===== src/design/pcbs_pkg.sv =====
// ============================================================================
// pcbs_pkg - shared types and constants for per-class box suppression
// Field widths, packed word layouts and the sequencer state encoding.
// ============================================================================
package pcbs_pkg;

    localparam int MaxBoxesDefault   = 64;
    localparam int ClassCountDefault = 7;
    localparam int CoordW            = 16;
    localparam int ConfW             = 16;
    localparam int CatW              = 3;
    localparam int BoxW              = 4 * CoordW + 2 * ConfW + CatW;
    localparam int ThrW              = 16;
    localparam logic [ThrW-1:0] ThrReset = 16'd39322;
    localparam int InDataW           = 104;
    localparam int OutDataW          = 104;

    // Stored box: corners, confidences, category.
    typedef struct packed {
        logic [CatW-1:0]          category;
        logic [ConfW-1:0]         class_conf;
        logic [ConfW-1:0]         object_conf;
        logic signed [CoordW-1:0] bottom;
        logic signed [CoordW-1:0] right;
        logic signed [CoordW-1:0] top;
        logic signed [CoordW-1:0] left;
    } t_box;

    typedef enum logic [5:0] {
        ST_LOAD  = 6'b000001,
        ST_RANK  = 6'b000010,
        ST_RPICK = 6'b000100,
        ST_SUPP  = 6'b001000,
        ST_EMIT  = 6'b010000,
        ST_WAIT  = 6'b100000
    } t_state;

endpackage


===== src/design/pcbs_iou.sv =====
// ============================================================================
// pcbs_iou - pipelined overlap test
// Four stages: overlap and box widths, intersection and area products, union, threshold compare.
// ============================================================================
module pcbs_iou (
    input  logic                i_clk,
    input  logic                i_rst_n,
    input  logic                i_valid,
    input  pcbs_pkg::t_box      i_a,
    input  pcbs_pkg::t_box      i_b,
    input  logic [15:0]         i_threshold,
    output logic                o_valid,
    output logic                o_suppress
);
    import pcbs_pkg::*;

    logic [3:0]         r_vld;
    logic signed [17:0] r_w, r_h, r_aw, r_ah, r_bw, r_bh;
    logic signed [35:0] r_inter, r_area_a, r_area_b;
    logic signed [37:0] r_union;
    logic signed [35:0] r_inter2;
    logic               r_supp;

    logic signed [16:0] n_x1, n_y1, n_x2, n_y2, n_dw, n_dh;

    always_comb begin
        n_x1 = (i_a.left  > i_b.left)   ? 17'(i_a.left)   : 17'(i_b.left);
        n_y1 = (i_a.top   > i_b.top)    ? 17'(i_a.top)    : 17'(i_b.top);
        n_x2 = (i_a.right < i_b.right)  ? 17'(i_a.right)  : 17'(i_b.right);
        n_y2 = (i_a.bottom < i_b.bottom) ? 17'(i_a.bottom) : 17'(i_b.bottom);
        n_dw = n_x2 - n_x1;
        n_dh = n_y2 - n_y1;
    end

    always_ff @(posedge i_clk) begin
        if (!i_rst_n) begin
            r_vld <= '0;
        end else begin
            r_vld <= {r_vld[2:0], i_valid};
        end
        r_w  <= (n_dw > 0) ? 18'(n_dw) : '0;
        r_h  <= (n_dh > 0) ? 18'(n_dh) : '0;
        r_aw <= 18'(i_a.right) - 18'(i_a.left);
        r_ah <= 18'(i_a.bottom) - 18'(i_a.top);
        r_bw <= 18'(i_b.right) - 18'(i_b.left);
        r_bh <= 18'(i_b.bottom) - 18'(i_b.top);
        r_inter  <= r_w * r_h;
        r_area_a <= r_aw * r_ah;
        r_area_b <= r_bw * r_bh;
        r_union  <= 38'(r_area_a) + 38'(r_area_b) - 38'(r_inter);
        r_inter2 <= r_inter;
        // inter * 2^16 > thr * union, only when union positive
        r_supp <= (r_union > 0) &&
                  ({4'b0, r_inter2, 16'b0} >
                   (56'(unsigned'(r_union)) * 56'(i_threshold)));
    end

    assign o_valid    = r_vld[3];
    assign o_suppress = r_supp;

endmodule


===== config.mk =====
export PLATFORM = sky130hd
export DESIGN_NAME = pcbs_iou
export DESIGN_NICKNAME = d
export VERILOG_FILES = /design/src/design/pcbs_pkg.sv /design/src/design/pcbs_iou.sv
export SDC_FILE = /design/constraint.sdc
export NUM_CORES = 2
export LEC_CHECK = 0
export ABC_AREA = 1
export BUFFER_PORTS_ARGS = -buffer_cell sky130_fd_sc_hd__buf_4
export CAP_MARGIN = 20
export CELL_PAD_IN_SITES_DETAIL_PLACEMENT = 1
export CELL_PAD_IN_SITES_GLOBAL_PLACEMENT = 2
export CORE_MARGIN = 2
export CORE_UTILIZATION = 40
export CTS_CLUSTER_DIAMETER = 120
export DETAILED_ROUTE_END_ITERATION = 7
export GPL_TIMING_DRIVEN = 0
export PLACE_DENSITY = 0.84
export SLEW_MARGIN = 20
export SYNTH_ARGS = -nofsm -noshare
export SYNTH_HDL_FRONTEND = slang
export SYNTH_SLANG_ARGS = --single-unit

===== constraint.sdc =====
create_clock -name i_clk -period 9.4 [get_ports i_clk]
set_clock_uncertainty 0.1 [all_clocks]
set_input_delay 0 -clock i_clk [delete_from_list [all_inputs] [get_ports i_clk]]
set_output_delay 0 -clock i_clk [all_outputs]
set_load 0.05 [all_outputs]

## Yosys cells after proc, flatten, opt, wreduce, memory -nomap -nowiden

Cells that the tools add are included.

| cells by class | value |
|---|---|
| add/sub/neg operators | 8 |
| $mul | 4 |
| magnitude comparators | 8 |
| muxes and demuxes | 4 |
| reduce and logical (&&, ||, !) cells | 1 |

Operators with widths:

| operator | count |
|---|---|
| 17-bit by 17-bit multiplier with 34-bit output | 3 |
| 17-bit two-way mux | 4 |
| 16-bit by 16-bit subtractor with 17-bit output | 4 |
| 52-bit by 54-bit greater-than comparator with 1-bit output | 1 |
| 38-bit by 16-bit multiplier with 54-bit output | 1 |
| 38-bit by 1-bit greater-than comparator with 1-bit output (second input constant) | 1 |
| 35-bit by 34-bit subtractor with 36-bit output | 1 |
| 34-bit by 34-bit adder with 35-bit output | 1 |
| 17-bit by 1-bit greater-than comparator with 1-bit output (second input constant) | 2 |
| 17-bit subtractor | 2 |
| 16-bit greater-than comparator | 2 |
| 16-bit less-than comparator | 2 |
| 1-bit logical AND | 1 |

| storage, ports and cells | value |
|---|---|
| register bits | 281 |
| output and inout bits | 2 |
| logic and storage cells | 38 |

## Depth between registers and ports, before layout

| depth | value |
|---|---|
| depth after elaboration | 4 |
| gate-level depth with buffers | 44 |
| depth with buffers taken out | 42 |

## Worst setup path after synthesis

OpenSTA, ideal clock, no wires.

| timing path | value |
|---|---|
| kind | register -> register |
| from | register r_union[15] |
| to | register r_supp, in the netlist o_suppress |
| setup time | 0.118 ns |
| arrival time | 7.056 ns |
| setup slack | 2.126 ns |
| cell stages (with the launch flop) | 42 |
| path buffers | 2 |
| clock period less this slack | 7.274 ns |
| path through | dfxtp_1 > clkbuf_1 > clkbuf_1 > nand2_1 > fa_1 > inv_1 > fa_1 > inv_1 > fa_1 > inv_1 > fa_1 > fa_1 > inv_1 > fa_1 > inv_1 > ha_1 > a21oi_1 > inv_1 > [... 6 more ...] > nand2_1 > a21oi_1 > or2_1 > nand2_1 > nand2_1 > nand2_1 > ha_1 > nand2_1 > nor2_1 > nand2_1 > nor2_1 > nand3_1 > nor4_1 > nand3_1 > and2_0 > o21a_1 > nand3_1 > a21oi_1 |

| on the way | value |
|---|---|
| longest elaborated chain between the ends | 3 |
| elaborated cells on any way between the ends | 4 |
| classes of those cells | 1 x mul; 2 x order compare; 1 x reduce/logical |

RTL lines:

| element | line | RTL |
|---|---|---|
| start, declared | pcbs_iou.sv:20 | `logic signed [37:0] r_union;` |
| start signal, assigned | pcbs_iou.sv:50 | `r_union <= 38'(r_area_a) + 38'(r_area_b) - 38'(r_inter);` |
| 38-bit by 16-bit multiplier with 54-bit output | pcbs_iou.sv:55 | `(56'(unsigned'(r_union)) * 56'(i_threshold)));` |
| 52-bit by 54-bit greater-than comparator with 1-bit output | pcbs_iou.sv:54 | `({4'b0, r_inter2, 16'b0} >` |
| 1-bit logical AND (*) | pcbs_iou.sv:53 | `r_supp <= (r_union > 0) &&` |
| end signal, assigned | pcbs_iou.sv:53 |  |
| end, declared | pcbs_iou.sv:22 | `logic r_supp;` |

Mark *: on every way between the ends. The rest lies on a longest branch, timed or not.
A chain may end at the register's enable or synchronous reset.

## Worst setup path after layout

| timing path | value |
|---|---|
| from | register r_union[28] |
| to | register r_supp, in the netlist o_suppress |

The elaborated chain is that of the path after synthesis.

==> results by group <==
Final layout
  – Nets: 11.1k
  – Area grow syn2layout: 9.79%
  – Antenna Cells: 0
  – Fin cells: 11.1k
  – Share of layout cells above drive strength 1: 3.65%

Place
  – Hpwl dp: 201 mm
  – Port bufs: 132
  – Pre-CTS setup slack: -0.538 ns
  – Inst Count DP: 10.9k
  – GPL Wtd Cong: 0.906

Synthesis
  – Warning count from the yosys run: 0
  – Synth Flop Type: dfxtp_1
  – Avg Inst Size Synth: 8.00 µm²
  – Synth cell types: 54
  – Synth top area share: 41.8%
  – Post-synth EDFFs: 0
  – Sequential-to-total area share from yosys stat: 8.15%
  – Yosys reg bits: 279
  – Largest area contributor in the netlist: fa_1
  – Post-Syn Instances: 8,559
  – Mapped Area: 68,500 µm²
  – Top area cells in the synthesized netlist: fa_1, inv_1, ha_1
  – Ys async rst share: 0%

Global routing
  – Antenna violations before repair: 8
  – Vias in the first global route: 62.7k
  – GRT Total Usage: 27.1%
  – Grt ovf: 0
  – First-pass GRT wire length: 362 mm
  – Largest net degree at the start of global routing: 18

Timing
  – Fin crit share: 96.8%
  – Tightest Pin Transition: 1.13 ns
  – Fmax: 0.110 GHz
  – Final hold vios: 0
  – Minimum clock period: 9.10 ns
  – Relative slew slack: 24.4%
  – RSZ-0062 raised after global routing: false
  – Fin. max-slew vios: 0
  – Endpoints failing setup: 0
  – Final critical-path setup slack: 0.300 ns
  – Worst hold slack: 0.0265 ns

Routing
  – Vias: 55.1k
  – Vias per cell: 4.96
  – DR WL/cell: 20.7 µm
  – # DRC: 0
  – Antenna-violating nets left: 0
  – Iter 0 DRT Violations: 2,798
  – Final WL: 230 mm
  – First-pass iteration count of the detailed router: 5

Min path
  – Hold Startpoint: i_a[28]
  – Worst Hold Class: input pin to flop
  – Hold depth: 6

Clocking
  – CTS Buf Count: 34
  – CTS tree: done
  – Htree depth: 2
  – Bufs on Longest Clock Path: 3
  – Post-CTS Setup Bufs: 0
  – CTS Root Cell: clkbuf_16
  – Skew-Pair Late Insertion Delay: 0.61 ns
  – Clock sink count: 279
  – Clk slew on worst S/H paths: 0.06 ns

Die
  – DIE HEIGHT: 418 µm
  – Die Area: 175,000 µm²
  – Die Width: 418 µm
  – Initial core utilization: 40.4%
  – # IOs: 219
  – Core area: 170,000 µm²
  – Rows: 151

Worst setup path
  – CP startpoint: r_union[28]
  – Critical Path RT: 9.79 ns
  – Critical path endpoint category: flop
  – CP max FO: 10
  – Slowest cell on crit path: clkbuf_1
  – Crit path DAT: 9.49 ns
  – Worst R2R Path Depth: 33
  – CP max stage delay: 0.59 ns
  – Startpoint types: flop
  – CP most frequent cell: fa_1
  – Crit Path Class: flop to flop
  – Start of the worst register-to-register path: r_union[28]

Job
  – Max-Cap Viols: 0

Run status
  – Status: finished clean
-- worst max-delay path: cells and delay by family, from the launching register on --
kind	cells	cell delay [ns]
compound gates	3	0.53
xor+xnor	1	0.16
fa+ha+maj	8	3.84
buf+inv	6	1.43
flops	1	0.31
simple gates	15	2.60
-- cells by family (layout without fill, tap and decap cells) --
| kind of cell | after synthesis | after routing | share of synthesized area (%) |
|---|---|---|---|
| AOI/OAI and AO/OA | 709 | 709 | 5.84 |
| xor gates and xnor gates | 267 | 267 | 3.42 |
| adders and majority gates | 2044 | 2044 | 53.0 |
| buffers and inverters | 2831 | 3174 | 15.5 |
| DFF | 279 | 279 | 8.15 |
| other | 1 | 2 | 0.00547 |
| and+or+nand+nor | 2428 | 2428 | 14.0 |
-- registers in the layout, indices dropped and copies added, names as in the netlist --
register,count
r_union,36
r_w,17
r_inter,34
r_bh,17
o_suppress,1
r_ah,17
r_bw,17
r_aw,17
r_vld,4
r_h,17
r_inter2,34
r_area_b,34
r_area_a,34
-- cells in the mapped netlist (5+ instances only) --
cell type,count
a31oi_1,32
nand3_1,106
o21bai_1,17
a21oi_1,320
a21o_1,29
inv_2,5
o31ai_1,10
ha_1,613
fa_1,1431
a21oi_2,5
a221oi_1,8
dfxtp_1,279
o221ai_1,5
nor2_1,222
nand3b_1,7
nor4_1,19
inv_1,2474
nand2_1,1945
clkbuf_1,348
nor3_1,34
o21a_1,16
o211ai_1,6
xnor2_1,112
a21boi_0,6
nand4_1,33
xor2_1,154
o21ai_1,53
o21ai_0,163
or2_2,50
a21boi_1,16
-- final timing paths --
| kind | slack (ns) | endpoint |
|---|---|---|
| min | 0.03 | r_ah[13] |
| min reg2reg | 0.27 | r_inter2[0] |
| max reg2reg | 0.30 | o_suppress |
| max | 0.30 | o_suppress |
-- stage by stage --
step	setup TNS [ns]	area [µm²]	utilization, %
after floorplan	0	68500	-
after global placement	-0.436	72300	42.6
after detailed placement	-0.538	72300	42.6
after CTS	0	75200	44.3
after global routing	0	75200	44.3
final	0	75200	44.3
-- metal layers --
metal  wire (µm)  track usage, %
met2      113000            47.2
met1       98800            34.9
met5          12               0
met3        8720            2.53
met4        9990            9.89
-- layout make-up --
type                            instances  area (µm²)
Buffer                                327        1290
Clock buffer                           39         900
Clock inverter                         23         300
Fill cell                           20700       94500
Inverter                             2479        9310
Multi-Input combinational cell       5450       52300
Sequential cell                       279        5610
Tap cell                             2218        2780
Timing Repair Buffer                  306        2730
-- placed cells by master (no fill, tap or decap), drive strengths merged, types with 2 or more instances in the layout --
cell type / n
clkdlybuf4s15: 2
o221a: 2
ha: 613
nand3: 107
nand4: 33
a221oi: 8
and2: 3
bufinv: 4
o211ai: 6
a21oi: 325
xnor2: 112
a21o: 29
fa: 1431
a2111oi: 2
o2111ai: 2
inv: 2484
dfxtp: 279
nand2: 1949
a21boi: 24
dlygate4sd3: 174
conb: 2
or2: 52
a22o: 4
nand3b: 7
clkinv: 12
o21bai: 18
o21ai: 219
xor2: 155
o21a: 16
clkinvlp: 2
o221ai: 5
a31oi: 33
nor2: 222
nor4: 19
buf: 137
a211oi: 4
clkbuf: 359
o31ai: 10
nor3: 35
-- repair_timing --
action,CTS,global route
resized for setup,16,57
setup endpoints to repair,1,1
pin swaps,0,0
hold buffers,174,0
hold endpoints to repair,78,0
Power is left out: the tool's default activity adds up to more than one toggle a clock period on the data nets, which glitch-free logic cannot reach.
